File: src/sv/pwmcap_pkg.sv
`timescale 1ns / 1ps
`default_nettype none

package pwmcap_pkg;

  // fixed field widths
  localparam int CH_W      = 3;
  localparam int CNT_IN_W  = 32;
  localparam int TICK_W    = 10;
  localparam int TIME_W    = 39;
  localparam int FREQ_W    = 30;
  localparam int DUTY_W    = 14;
  localparam int APB_DW    = 32;
  localparam int APB_AW    = 3;

  // divider dividend is wide enough for high time times full duty scale
  localparam int DIVD_W    = TIME_W + DUTY_W;
  localparam int DIV_CNT_W = 6;

  // quotient bits produced for each division
  localparam logic [DIV_CNT_W-1:0] ITERS_FREQ  = DIV_CNT_W'(FREQ_W);
  localparam logic [DIV_CNT_W-1:0] ITERS_DUTY  = DIV_CNT_W'(DUTY_W);

  localparam logic [TICK_W-1:0] TICK_RESET = TICK_W'(125);
  localparam logic [TIME_W-1:0] TICK_DIV   = TIME_W'(10);
  localparam logic [FREQ_W-1:0] NS_PER_S   = FREQ_W'(1000000000);
  localparam logic [DUTY_W-1:0] DUTY_FULL  = DUTY_W'(10000);

  // register index taken from paddr above the word offset
  localparam logic REG_TICK = 1'b0;

  localparam int QUEUE_DEPTH = 2;

  localparam int DEF_NUM_CHANNELS = 6;
  localparam int DEF_COUNT_BITS   = 32;

  typedef struct packed {
    logic [CH_W-1:0]     channel;
    logic [CNT_IN_W-1:0] count;
    logic                rising;
    logic                in_range;
  } cap_item_t;

  typedef struct packed {
    logic                 start;
    logic [DIV_CNT_W-1:0] iters;
  } div_ctl_t;

  typedef struct packed {
    logic busy;
    logic done;
  } div_sts_t;

endpackage

`default_nettype wire

File: src/sv/pwmcap_if.sv
`timescale 1ns / 1ps
`default_nettype none

interface pwmcap_in_if;
  logic                               valid;
  logic                               ready;
  logic [pwmcap_pkg::CH_W-1:0]        channel;
  logic [pwmcap_pkg::CNT_IN_W-1:0]    capture_count;
  logic                               level_high;

  modport source (output valid, channel, capture_count, level_high, input ready);
  modport sink (input valid, channel, capture_count, level_high, output ready);
endinterface

interface pwmcap_out_if;
  logic                               valid;
  logic                               ready;
  logic [pwmcap_pkg::CH_W-1:0]        out_channel;
  logic                               was_rising;
  logic [pwmcap_pkg::TIME_W-1:0]      period_ns;
  logic [pwmcap_pkg::TIME_W-1:0]      high_ns;
  logic [pwmcap_pkg::FREQ_W-1:0]      freq_hz;
  logic [pwmcap_pkg::DUTY_W-1:0]      duty_centi_pct;
  logic                               period_valid;

  modport source (output valid, out_channel, was_rising, period_ns, high_ns, freq_hz,
                  duty_centi_pct, period_valid, input ready);
  modport sink (input valid, out_channel, was_rising, period_ns, high_ns, freq_hz,
                duty_centi_pct, period_valid, output ready);
endinterface

`default_nettype wire

File: src/sv/pwm_capture_period_duty_meter_core.sv
// PWM capture meter: each capture beat (channel, latched timer count, pin level after
// the edge) yields one result beat with the channel's stored period and high time in ns,
// the frequency in Hz and the duty in hundredths of a percent (saturated at 10000).
// A rising edge measures the period since that channel's previous rising edge, a falling
// edge the high time since it; equal counts stand for one full counter wrap, and ticks are
// scaled by tick_tenth_ns / 10, the divide by ten being a shift-and-add estimate with one
// correction step. Captures are classified and queued in front (two entries) so the input
// keeps flowing, until the queue is full, while the back end works and while a result waits
// to be taken. The back end handles one capture at a time; frequency and duty share one
// bit-serial divider, one quotient bit per cycle. The result beat is loaded after the scaling
// steps when the period stays zero, after the frequency division when the duty saturates,
// and after both divisions otherwise; an out-of-range channel reports zeros without scaling
// or dividing. The back end returns to idle as a result is loaded and then takes the next
// queued capture; loading waits while the previous result beat is still untaken. Per-channel
// state lives in flip-flops and is cleared by reset at once. The tick register sits at byte
// address 0 of the APB port and may be rewritten only while the block is idle.
`timescale 1ns / 1ps
`default_nettype none

module pwm_capture_period_duty_meter_core #(
  parameter int NUM_CHANNELS = pwmcap_pkg::DEF_NUM_CHANNELS,
  parameter int COUNT_BITS   = pwmcap_pkg::DEF_COUNT_BITS
) (
  input  wire                              clk,
  input  wire                              rst,
  pwmcap_in_if.sink                        capture,
  pwmcap_out_if.source                     result,
  input  wire                              psel,
  input  wire                              penable,
  input  wire                              pwrite,
  input  wire [pwmcap_pkg::APB_AW-1:0]     paddr,
  input  wire [pwmcap_pkg::APB_DW-1:0]     pwdata,
  output logic [pwmcap_pkg::APB_DW-1:0]    prdata,
  output logic                             pready
);

  // tick length register
  logic [pwmcap_pkg::TICK_W-1:0] tick;
  logic                          tick_hit;

  assign pready   = 1'b1;
  assign tick_hit = (paddr[2] == pwmcap_pkg::REG_TICK);
  assign prdata   = tick_hit ? pwmcap_pkg::APB_DW'(tick) : '0;

  always_ff @(posedge clk) begin
    if (rst) begin
      tick <= pwmcap_pkg::TICK_RESET;
    end else if (psel && penable && pwrite && pready && tick_hit) begin
      tick <= pwdata[pwmcap_pkg::TICK_W-1:0];
    end
  end

  // front: accept and classify captures into the queue
  logic                   q_valid;
  logic                   q_pop;
  pwmcap_pkg::cap_item_t  q_item;

  pwmcap_front #(
    .NUM_CHANNELS (NUM_CHANNELS)
  ) u_front (
    .clk     (clk),
    .rst     (rst),
    .capture (capture),
    .q_valid (q_valid),
    .q_item  (q_item),
    .q_pop   (q_pop)
  );

  // shared serial divider: frequency and duty
  pwmcap_pkg::div_ctl_t             div_ctl;
  pwmcap_pkg::div_sts_t             div_sts;
  logic [pwmcap_pkg::DIVD_W-1:0]    div_dividend;
  logic [pwmcap_pkg::TIME_W-1:0]    div_divisor;
  logic [pwmcap_pkg::TIME_W-1:0]    div_quo;

  pwmcap_div u_div (
    .clk      (clk),
    .rst      (rst),
    .ctl      (div_ctl),
    .dividend (div_dividend),
    .divisor  (div_divisor),
    .sts      (div_sts),
    .quotient (div_quo)
  );

  // back: per-channel state, scaling, sequencing of the divisions, result register
  pwmcap_back #(
    .NUM_CHANNELS (NUM_CHANNELS),
    .COUNT_BITS   (COUNT_BITS)
  ) u_back (
    .clk          (clk),
    .rst          (rst),
    .tick         (tick),
    .q_valid      (q_valid),
    .q_item       (q_item),
    .q_pop        (q_pop),
    .result       (result),
    .div_ctl      (div_ctl),
    .div_dividend (div_dividend),
    .div_divisor  (div_divisor),
    .div_sts      (div_sts),
    .div_quo      (div_quo)
  );

endmodule

`default_nettype wire

File: src/sv/pwmcap_front.sv
`timescale 1ns / 1ps
`default_nettype none

module pwmcap_front #(
  parameter int NUM_CHANNELS = pwmcap_pkg::DEF_NUM_CHANNELS
) (
  input  wire                    clk,
  input  wire                    rst,
  pwmcap_in_if.sink              capture,
  output logic                   q_valid,
  output pwmcap_pkg::cap_item_t  q_item,
  input  wire                    q_pop
);

  localparam int QD   = pwmcap_pkg::QUEUE_DEPTH;
  localparam int QP_W = (QD > 1) ? $clog2(QD) : 1;

  pwmcap_pkg::cap_item_t entries [QD];
  logic [QP_W-1:0] wr_ptr;
  logic [QP_W-1:0] rd_ptr;
  logic [QP_W:0]   fill;
  logic            push;
  pwmcap_pkg::cap_item_t item_in;

  assign capture.ready = (fill != (QP_W+1)'(QD));
  assign push          = capture.valid && capture.ready;
  assign q_valid       = (fill != '0);
  assign q_item        = entries[rd_ptr];

  // classify the beat on the way in
  always_comb begin
    item_in.channel  = capture.channel;
    item_in.count    = capture.capture_count;
    item_in.rising   = capture.level_high;
    item_in.in_range = (32'(capture.channel) < 32'(NUM_CHANNELS));
  end

  always_ff @(posedge clk) begin
    if (rst) begin
      wr_ptr <= '0;
      rd_ptr <= '0;
      fill   <= '0;
    end else begin
      if (push) begin
        entries[wr_ptr] <= item_in;
        wr_ptr <= (wr_ptr == QP_W'(QD - 1)) ? '0 : wr_ptr + 1'b1;
      end
      if (q_pop && q_valid) begin
        rd_ptr <= (rd_ptr == QP_W'(QD - 1)) ? '0 : rd_ptr + 1'b1;
      end
      if (push && !(q_pop && q_valid)) begin
        fill <= fill + 1'b1;
      end else if (!push && q_pop && q_valid) begin
        fill <= fill - 1'b1;
      end
    end
  end

endmodule

`default_nettype wire

File: src/sv/pwmcap_div.sv
`timescale 1ns / 1ps
`default_nettype none

module pwmcap_div (
  input  wire                                clk,
  input  wire                                rst,
  input  pwmcap_pkg::div_ctl_t               ctl,
  input  wire [pwmcap_pkg::DIVD_W-1:0]       dividend,
  input  wire [pwmcap_pkg::TIME_W-1:0]       divisor,
  output pwmcap_pkg::div_sts_t               sts,
  output logic [pwmcap_pkg::TIME_W-1:0]      quotient
);

  localparam int DW = pwmcap_pkg::DIVD_W;
  localparam int TW = pwmcap_pkg::TIME_W;

  logic [TW-1:0] rem;
  logic [DW-1:0] dsr;
  logic [pwmcap_pkg::DIV_CNT_W-1:0] cnt;
  logic          busy;
  logic          done;
  logic [TW:0]   trial;
  logic          fits;
  logic [TW-1:0] rem_step;
  logic [TW-1:0] quotient_r;

  // one restoring step per cycle; remainder always stays below divisor
  always_comb begin
    trial    = {rem, dsr[DW-1]};
    fits     = (trial >= {1'b0, divisor});
    rem_step = fits ? TW'(trial - {1'b0, divisor}) : trial[TW-1:0];
  end

  assign sts.busy = busy;
  assign sts.done = done;
  assign quotient = quotient_r;

  always_ff @(posedge clk) begin
    if (rst) begin
      busy <= 1'b0;
      done <= 1'b0;
      cnt  <= '0;
    end else begin
      done <= 1'b0;
      if (ctl.start) begin
        busy <= 1'b1;
        cnt  <= ctl.iters;
      end else if (busy) begin
        cnt <= cnt - 1'b1;
        if (cnt == pwmcap_pkg::DIV_CNT_W'(1)) begin
          busy <= 1'b0;
          done <= 1'b1;
        end
      end
    end
  end

  always_ff @(posedge clk) begin
    if (ctl.start) begin
      // upper part goes straight to the remainder, the rest is shifted in
      rem        <= TW'(dividend >> ctl.iters);
      dsr        <= dividend << (DW - 32'(ctl.iters));
      quotient_r <= '0;
    end else if (busy) begin
      rem        <= rem_step;
      dsr        <= {dsr[DW-2:0], 1'b0};
      quotient_r <= {quotient_r[TW-2:0], fits};
    end
  end

endmodule

`default_nettype wire

File: src/sv/pwmcap_back.sv
`timescale 1ns / 1ps
`default_nettype none

module pwmcap_back #(
  parameter int NUM_CHANNELS = pwmcap_pkg::DEF_NUM_CHANNELS,
  parameter int COUNT_BITS   = pwmcap_pkg::DEF_COUNT_BITS
) (
  input  wire                                 clk,
  input  wire                                 rst,
  input  wire [pwmcap_pkg::TICK_W-1:0]        tick,
  input  wire                                 q_valid,
  input  pwmcap_pkg::cap_item_t               q_item,
  output logic                                q_pop,
  pwmcap_out_if.source                        result,
  output pwmcap_pkg::div_ctl_t                div_ctl,
  output logic [pwmcap_pkg::DIVD_W-1:0]       div_dividend,
  output logic [pwmcap_pkg::TIME_W-1:0]       div_divisor,
  input  pwmcap_pkg::div_sts_t                div_sts,
  input  wire [pwmcap_pkg::TIME_W-1:0]        div_quo
);

  localparam int IDX_W  = (NUM_CHANNELS > 1) ? $clog2(NUM_CHANNELS) : 1;
  localparam int PROD_W = COUNT_BITS + 1 + pwmcap_pkg::TICK_W;
  localparam int TW     = pwmcap_pkg::TIME_W;
  localparam int DW     = pwmcap_pkg::DIVD_W;

  localparam logic [3:0] S_IDLE  = 4'd0;
  localparam logic [3:0] S_RCP1  = 4'd1;
  localparam logic [3:0] S_RCP2  = 4'd2;
  localparam logic [3:0] S_RCP3  = 4'd3;
  localparam logic [3:0] S_FIX   = 4'd4;
  localparam logic [3:0] S_SCALE = 4'd5;
  localparam logic [3:0] S_FREQ  = 4'd6;
  localparam logic [3:0] S_DUTY  = 4'd7;
  localparam logic [3:0] S_DONE  = 4'd8;

  logic [3:0] state;

  logic [COUNT_BITS-1:0] last_rise   [NUM_CHANNELS];
  logic [TW-1:0]         period_st   [NUM_CHANNELS];
  logic [TW-1:0]         high_st     [NUM_CHANNELS];

  pwmcap_pkg::cap_item_t item_r;
  logic [TW-1:0] per_r;
  logic [TW-1:0] hi_r;
  logic [pwmcap_pkg::FREQ_W-1:0] freq_r;
  logic [pwmcap_pkg::DUTY_W-1:0] duty_r;
  logic          valid_r;
  logic [TW-1:0] dvsr;
  logic [PROD_W-1:0] prod_r;
  logic [PROD_W-1:0] rcp_r;
  logic [TW-1:0]     tns_r;

  logic                           res_valid;
  logic [pwmcap_pkg::CH_W-1:0]    res_ch;
  logic                           res_rising;
  logic [TW-1:0]                  res_per;
  logic [TW-1:0]                  res_hi;
  logic [pwmcap_pkg::FREQ_W-1:0]  res_freq;
  logic [pwmcap_pkg::DUTY_W-1:0]  res_duty;
  logic                           res_pv;

  logic [IDX_W+2:0]      ext_q;
  logic [IDX_W+2:0]      ext_r;
  logic [IDX_W-1:0]      idx_q;
  logic [IDX_W-1:0]      idx_r;
  logic [COUNT_BITS-1:0] dlow;
  logic [COUNT_BITS:0]   diff;
  logic [PROD_W-1:0]     scaled;
  logic [PROD_W-1:0]     rcp_a;
  logic [PROD_W-1:0]     rcp_b;
  logic [PROD_W-1:0]     rcp_c;
  logic [PROD_W-1:0]     rcp_d;
  logic [PROD_W-1:0]     rcp_e;
  logic [PROD_W-1:0]     rem10;
  logic [PROD_W-1:0]     scale_q;
  logic [TW-1:0]         per_n;
  logic [TW-1:0]         hi_n;

  assign ext_q = (IDX_W+3)'(q_item.channel);
  assign ext_r = (IDX_W+3)'(item_r.channel);
  assign idx_q = ext_q[IDX_W-1:0];
  assign idx_r = ext_r[IDX_W-1:0];

  // tick difference modulo the counter width, equal counts mean a full wrap
  always_comb begin
    dlow   = q_item.count[COUNT_BITS-1:0] - last_rise[idx_q];
    diff   = (dlow == '0) ? {1'b1, {COUNT_BITS{1'b0}}} : {1'b0, dlow};
    scaled = PROD_W'(diff) * PROD_W'(tick);
    // divide by ten: 0.8 * x by shift-and-add, then over eight, then one fix step
    rcp_a   = (prod_r >> 1) + (prod_r >> 2);
    rcp_b   = rcp_a + (rcp_a >> 4);
    rcp_c   = rcp_r + (rcp_r >> 8);
    rcp_d   = rcp_c + (rcp_c >> 16);
    rcp_e   = rcp_r + (rcp_r >> 32);
    // estimate is low by at most one
    rem10   = prod_r - ((rcp_r << 3) + (rcp_r << 1));
    scale_q = rcp_r + PROD_W'(rem10 >= PROD_W'(pwmcap_pkg::TICK_DIV));
    per_n   = item_r.rising ? tns_r : period_st[idx_r];
    hi_n    = item_r.rising ? high_st[idx_r] : tns_r;
  end

  assign q_pop       = (state == S_IDLE) && q_valid;
  assign div_divisor = dvsr;

  always_comb begin
    div_ctl.start = 1'b0;
    div_ctl.iters = '0;
    div_dividend  = '0;
    case (state)
      S_SCALE: begin
        if (per_n != '0) begin
          div_ctl.start = 1'b1;
          div_ctl.iters = pwmcap_pkg::ITERS_FREQ;
          div_dividend  = DW'(pwmcap_pkg::NS_PER_S);
        end
      end
      S_FREQ: begin
        // duty below full scale only; otherwise it saturates without dividing
        if (div_sts.done && (hi_r < per_r)) begin
          div_ctl.start = 1'b1;
          div_ctl.iters = pwmcap_pkg::ITERS_DUTY;
          div_dividend  = DW'(hi_r) * DW'(pwmcap_pkg::DUTY_FULL);
        end
      end
      default: begin
      end
    endcase
  end

  always_ff @(posedge clk) begin
    if (rst) begin
      state     <= S_IDLE;
      res_valid <= 1'b0;
      for (int i = 0; i < NUM_CHANNELS; i++) begin
        last_rise[i] <= '0;
        period_st[i] <= '0;
        high_st[i]   <= '0;
      end
    end else begin
      if ((state == S_DONE) && (!res_valid || result.ready)) begin
        res_valid <= 1'b1;
      end else if (result.ready) begin
        res_valid <= 1'b0;
      end

      case (state)
        S_IDLE: begin
          if (q_valid) begin
            item_r <= q_item;
            if (q_item.in_range) begin
              prod_r <= scaled;
              state  <= S_RCP1;
            end else begin
              per_r   <= '0;
              hi_r    <= '0;
              freq_r  <= '0;
              duty_r  <= '0;
              valid_r <= 1'b0;
              state   <= S_DONE;
            end
          end
        end
        S_RCP1: begin
          rcp_r <= rcp_b;
          state <= S_RCP2;
        end
        S_RCP2: begin
          rcp_r <= rcp_d;
          state <= S_RCP3;
        end
        S_RCP3: begin
          rcp_r <= rcp_e >> 3;
          state <= S_FIX;
        end
        S_FIX: begin
          tns_r <= TW'(scale_q);
          state <= S_SCALE;
        end
        S_SCALE: begin
          if (item_r.rising) begin
            period_st[idx_r] <= tns_r;
            last_rise[idx_r] <= item_r.count[COUNT_BITS-1:0];
          end else begin
            high_st[idx_r] <= tns_r;
          end
          per_r   <= per_n;
          hi_r    <= hi_n;
          freq_r  <= '0;
          duty_r  <= '0;
          valid_r <= (per_n != '0);
          dvsr    <= per_n;
          state   <= (per_n != '0) ? S_FREQ : S_DONE;
        end
        S_FREQ: begin
          if (div_sts.done) begin
            freq_r <= div_quo[pwmcap_pkg::FREQ_W-1:0];
            if (hi_r >= per_r) begin
              duty_r <= pwmcap_pkg::DUTY_FULL;
              state  <= S_DONE;
            end else begin
              state <= S_DUTY;
            end
          end
        end
        S_DUTY: begin
          if (div_sts.done) begin
            duty_r <= div_quo[pwmcap_pkg::DUTY_W-1:0];
            state  <= S_DONE;
          end
        end
        S_DONE: begin
          if (!res_valid || result.ready) begin
            res_ch     <= item_r.channel;
            res_rising <= item_r.rising;
            res_per    <= per_r;
            res_hi     <= hi_r;
            res_freq   <= freq_r;
            res_duty   <= duty_r;
            res_pv     <= valid_r;
            state      <= S_IDLE;
          end
        end
        default: begin
          state <= S_IDLE;
        end
      endcase
    end
  end

  assign result.valid          = res_valid;
  assign result.out_channel    = res_ch;
  assign result.was_rising     = res_rising;
  assign result.period_ns      = res_per;
  assign result.high_ns        = res_hi;
  assign result.freq_hz        = res_freq;
  assign result.duty_centi_pct = res_duty;
  assign result.period_valid   = res_pv;

endmodule

`default_nettype wire
File: src/flat_wrapper.sv
// flat-port wrapper written by rule: the top's interface ports become plain ports
module pwm_capture_period_duty_meter_core_flat 
#(
  parameter int NUM_CHANNELS = pwmcap_pkg::DEF_NUM_CHANNELS,
  parameter int COUNT_BITS   = pwmcap_pkg::DEF_COUNT_BITS
)
  (clk, rst, psel, penable, pwrite, paddr, pwdata, prdata, pready, capture_valid, capture_channel, capture_capture_count, capture_level_high, capture_ready, result_valid, result_out_channel, result_was_rising, result_period_ns, result_high_ns, result_freq_hz, result_duty_centi_pct, result_period_valid, result_ready);
  pwmcap_in_if capture_i ();
  pwmcap_out_if result_i ();
  input  wire clk;
  input  wire rst;
  input  wire psel;
  input  wire penable;
  input  wire pwrite;
  input  wire [pwmcap_pkg::APB_AW-1:0] paddr;
  input  wire [pwmcap_pkg::APB_DW-1:0] pwdata;
  output logic [pwmcap_pkg::APB_DW-1:0] prdata;
  output logic pready;
  input wire logic [$bits(capture_i.valid)-1:0] capture_valid;
  input wire logic [$bits(capture_i.channel)-1:0] capture_channel;
  input wire logic [$bits(capture_i.capture_count)-1:0] capture_capture_count;
  input wire logic [$bits(capture_i.level_high)-1:0] capture_level_high;
  output wire logic [$bits(capture_i.ready)-1:0] capture_ready;
  output wire logic [$bits(result_i.valid)-1:0] result_valid;
  output wire logic [$bits(result_i.out_channel)-1:0] result_out_channel;
  output wire logic [$bits(result_i.was_rising)-1:0] result_was_rising;
  output wire logic [$bits(result_i.period_ns)-1:0] result_period_ns;
  output wire logic [$bits(result_i.high_ns)-1:0] result_high_ns;
  output wire logic [$bits(result_i.freq_hz)-1:0] result_freq_hz;
  output wire logic [$bits(result_i.duty_centi_pct)-1:0] result_duty_centi_pct;
  output wire logic [$bits(result_i.period_valid)-1:0] result_period_valid;
  input wire logic [$bits(result_i.ready)-1:0] result_ready;
  assign capture_i.valid = capture_valid;
  assign capture_i.channel = capture_channel;
  assign capture_i.capture_count = capture_capture_count;
  assign capture_i.level_high = capture_level_high;
  assign capture_ready = capture_i.ready;
  assign result_valid = result_i.valid;
  assign result_out_channel = result_i.out_channel;
  assign result_was_rising = result_i.was_rising;
  assign result_period_ns = result_i.period_ns;
  assign result_high_ns = result_i.high_ns;
  assign result_freq_hz = result_i.freq_hz;
  assign result_duty_centi_pct = result_i.duty_centi_pct;
  assign result_period_valid = result_i.period_valid;
  assign result_i.ready = result_ready;
  pwm_capture_period_duty_meter_core #(.NUM_CHANNELS(NUM_CHANNELS), .COUNT_BITS(COUNT_BITS)) u_core (.clk(clk), .rst(rst), .capture(capture_i), .result(result_i), .psel(psel), .penable(penable), .pwrite(pwrite), .paddr(paddr), .pwdata(pwdata), .prdata(prdata), .pready(pready));
endmodule
File: config.mk
export PLATFORM = sky130hd
export DESIGN_NAME = pwm_capture_period_duty_meter_core_flat
export DESIGN_NICKNAME = d
export VERILOG_FILES = /design/src/sv/pwmcap_pkg.sv /design/src/sv/pwmcap_if.sv /design/src/sv/pwm_capture_period_duty_meter_core.sv /design/src/sv/pwmcap_front.sv /design/src/sv/pwmcap_div.sv /design/src/sv/pwmcap_back.sv /design/src/flat_wrapper.sv
export SDC_FILE = /design/constraint.sdc
export NUM_CORES = 2
export LEC_CHECK = 0
export ABC_AREA = 1
export BUFFER_PORTS_ARGS = -buffer_cell sky130_fd_sc_hd__buf_2
export CAP_MARGIN = 0
export CELL_PAD_IN_SITES_DETAIL_PLACEMENT = 0
export CELL_PAD_IN_SITES_GLOBAL_PLACEMENT = 1
export CORE_ASPECT_RATIO = 1.25
export CORE_MARGIN = 3
export CORE_UTILIZATION = 25
export DETAILED_ROUTE_END_ITERATION = 7
export GPL_ROUTABILITY_DRIVEN = 1
export PLACE_DENSITY = 0.44
export RECOVER_POWER = 25
export SYNTH_ARGS = -nofsm -noshare
export SYNTH_HDL_FRONTEND = slang
export SYNTH_HIERARCHICAL = 1
export SYNTH_SLANG_ARGS = --single-unit
File: constraint.sdc
create_clock -name clk -period 13.6 [get_ports clk]
set_clock_uncertainty 0.05 [all_clocks]
set_input_delay 0.68 -clock clk [delete_from_list [all_inputs] [get_ports clk]]
set_output_delay 0.68 -clock clk [all_outputs]
set_load 0.05 [all_outputs]
==> key figures <==
Die
  • Die W: 591 um
  • I/O pin cnt: 240
  • DIE AREA: 0.436 sq mm
  • Core area: 0.426 sq mm
  • Chip height: 737 um
  • Initial core utilization: 25.1%
  • Row count: 268

Cells and area
  • Share of cells above drive strength 1: 4.70%
  • Footprint of the multi-input gates: 0.0520 sq mm
  • Area growth syn-to-layout: 12.3%
  • Fillers: 46,061
  • Register area: 0.0462 sq mm
  • Post-layout nets: 13,775

Hold path
  • Hold crit path type: in2reg
  • Hold path depth: 5
  • HP Start: pwdata[9]

GRT
  • Initial antenna violation count: 30
  • GRT overflow: 0
  • Largest net degree at the start of global routing: 158
  • Total global-route track usage: 20.1%
  • Vias in the first global route: 90,972
  • First-pass GRT wire length: 644,000 um

Routing
  • Final ANT Viol Nets: 0
  • Vias per inst: 4.75
  • Drt drc: 0
  • 1st-iter DRT viols: 5,735
  • Drt first pass iters: 6
  • Via count: 88,362
  • Routed wire per std cell: 24.1 um
  • Drt total wl: 449,000 um

STA
  • Worst Max-Slew Pin Slew: 3880 ps
  • RSZ-0062 raised after global routing: no
  • Setup TNS: 0 ps
  • Fin Hold WS: 95.5 ps
  • Slew headroom: -159%
  • Final Hold Fails: 0
  • Fin. max-slew vios: 727
  • Fin crit period: 11,550 ps
  • Max Freq: 0.0866 GHz
  • Fin crit share: 84.9%
  • # setup viols final: 0

Synthesis
  • Ys Warns: 6
  • Syn avg cell area: 8.45 sq um
  • Mapped Area: 0.107 sq mm
  • Cells after Synth: 12,663

Clock tree
  • CTS sink count: 1,557
  • CTS H-tree depth: 4
  • Root buf cell: clkbuf_16
  • Worst-path clk slew: 60 ps
  • Clk buf depth: 4
  • CTS buffer count: 186
  • Worst-skew pair later-pin latency: 920 ps
  • CTS tree: built

Placement
  • Final Wtd Congestion: 0.873
  • Post-DP HPWL: 332,000 um
  • I/O Buffers: 192

Critical path
  • Required @ worst endpoint: 14,200 ps
  • Levels on crit path: 19
  • Critical R2R Launch: u_core/u_back/item_r[1]$_DFFE_PP_
  • CP Buf/Inv Count: 8
  • Worst r2r dst: u_core/u_div/dsr[31]$_DFFE_PP_
  • CP Max Fanout: 149
  • R2R cell count: 19
  • Startpoint types: register
  • Cells along the critical path: clkbuf_1 > clkinvlp_2 > clkbuf_1 > o21ai_0 > nor2_1 > nand4_1 > nor2_2 > nand2_1 > nand2_4 > nand2_4 > buf_12 > inv_2 > o21ai_2 > xor2_4 > buf_4 > inv_2 > nor2_4 > inv_2 > o211ai_1
  • Crit path max-delay family: buffers and inverters
  • Setup CP Type: reg2reg
  • CP max-delay cell: clkbuf_1
  • R2R Setup Slk: 2050 ps
  • Most used cell, CP: inv_2
  • CP Capture Type: register
  • CP arrival: 12,150 ps
  • CP max stage delay: 1730 ps
  • Worst setup path end: u_core/u_div/dsr[31]$_DFFE_PP_
  • CP startpoint: u_core/u_back/item_r[1]$_DFFE_PP_

Outcome
  • Failing checks: capacitance limit, slew limit
  • Status: finished, violations left

Flow run
  • Max-cap violations: 24
==> tightest hold or removal path, stage by stage <==
cell and delay [ps]:
buf_2 90, inv_1 40, nand3_1 70, nand2_1 50, nor2_1 70
==> worst min-delay path by stage <==
stage | to | slack [ps]
after global routing | u_core/tick[9]$_SDFFE_PP0P_ | 70
after detailed placement | u_core/u_back/result.freq_hz[17]$_DFFE_PP_ | 350
final | u_core/tick[9]$_SDFFE_PP0P_ | 100
after CTS | u_core/tick[9]$_SDFFE_PP0P_ | 10
after global placement | u_core/u_back/result.duty_centi_pct[1]$_DFFE_PP_ | 360
after floorplan | u_core/u_back/result.duty_centi_pct[0]$_DFFE_PP_ | 350
==> cell type report <==
cell class                      instances  area share, %
Tap cell                             5670           5.90
Sequential cell                      1557           38.4
Clock inverter                        110          0.871
Clock buffer                          228           4.05
Timing Repair Buffer                  375           1.73
Multi-Input combinational cell       8817           43.3
Inverter                             1837           5.75
Antenna cell                           10         0.0208
==> layer usage <==
metal | share of wire, % | wire length, um | vias to the layer above | GRT usage, %
li1 | - | - | 42140 | -
met1 | 42 | 187000 | 44000 | 24.5
met2 | 52 | 235000 | 1748 | 37.9
met3 | 3.3 | 14700 | 472 | 1.65
met4 | 2.7 | 12200 | 2 | 4.94
met5 | 0.0029 | 13 | - | 0
==> stage by stage <==
| stage | cell area, sq um | util (%) | setup slack, ps | cells |
|---|---|---|---|---|
| final | 120000 | 28.2 | 2050 | 18604 |
| after floorplan | 107000 | - | 3090 | 12689 |
| after global routing | 120000 | 28.2 | 1250 | 18596 |
| after global placement | 114000 | 26.8 | 2860 | 18214 |
| after detailed placement | 114000 | 26.8 | 3010 | 18214 |
| after CTS | 121000 | 28.3 | 2940 | 18594 |
==> sequential cells by signal, indices dropped and copies added, names as in the netlist, 4 cells and up, named ones only <==
| signal | cells |
|---|---|
| u_core/u_back/state | 4 |
| u_core/u_back/result.duty_centi_pct | 14 |
| u_core/u_div/quotient | 30 |
| u_core/u_back/duty_r | 14 |
| u_core/u_back/hi_r | 39 |
| u_core/u_back/high_st | 312 |
| u_core/u_back/prod_r | 43 |
| u_core/u_back/tns_r | 39 |
| u_core/tick | 10 |
| u_core/u_back/result.period_ns | 39 |
| u_core/u_back/div_divisor | 39 |
| u_core/u_div/rem | 39 |
| u_core/u_back/item_r | 33 |
| u_core/u_back/per_r | 39 |
| u_core/u_back/rcp_r | 43 |
| u_core/u_back/period_st | 312 |
| u_core/u_back/result.high_ns | 39 |
| u_core/u_front/entries | 74 |
| u_core/u_back/result.freq_hz | 30 |
| u_core/u_back/last_rise | 256 |
| u_core/u_div/cnt | 6 |
| u_core/u_div/dsr | 53 |
| u_core/u_back/freq_r | 30 |
==> cells in the final DEF, fill, tap and decap left out, drive strengths merged, types with 98 or more instances in the layout <==
| cell type | n |
|---|---|
| a21oi | 582 |
| buf | 112 |
| clkbuf | 449 |
| edfxtp | 1496 |
| fa | 395 |
| ha | 528 |
| inv | 1839 |
| nand2 | 2408 |
| nand3 | 694 |
| nand4 | 98 |
| nor2 | 2087 |
| nor3 | 105 |
| o211ai | 180 |
| o21ai | 938 |
| o22ai | 102 |
| xor2 | 143 |
==> what timing repair did <==
item | 4_1_cts | 5_1_grt
setup buffers | 0 | 0
hold buffers | 42 | 0
resized for setup | 0 | 0
setup endpoints to repair | 0 | 0
hold endpoints to repair | 79 | 0
Power is not shown: default switching activity piles up to over one toggle a cycle in this logic, so the estimate is an artifact.
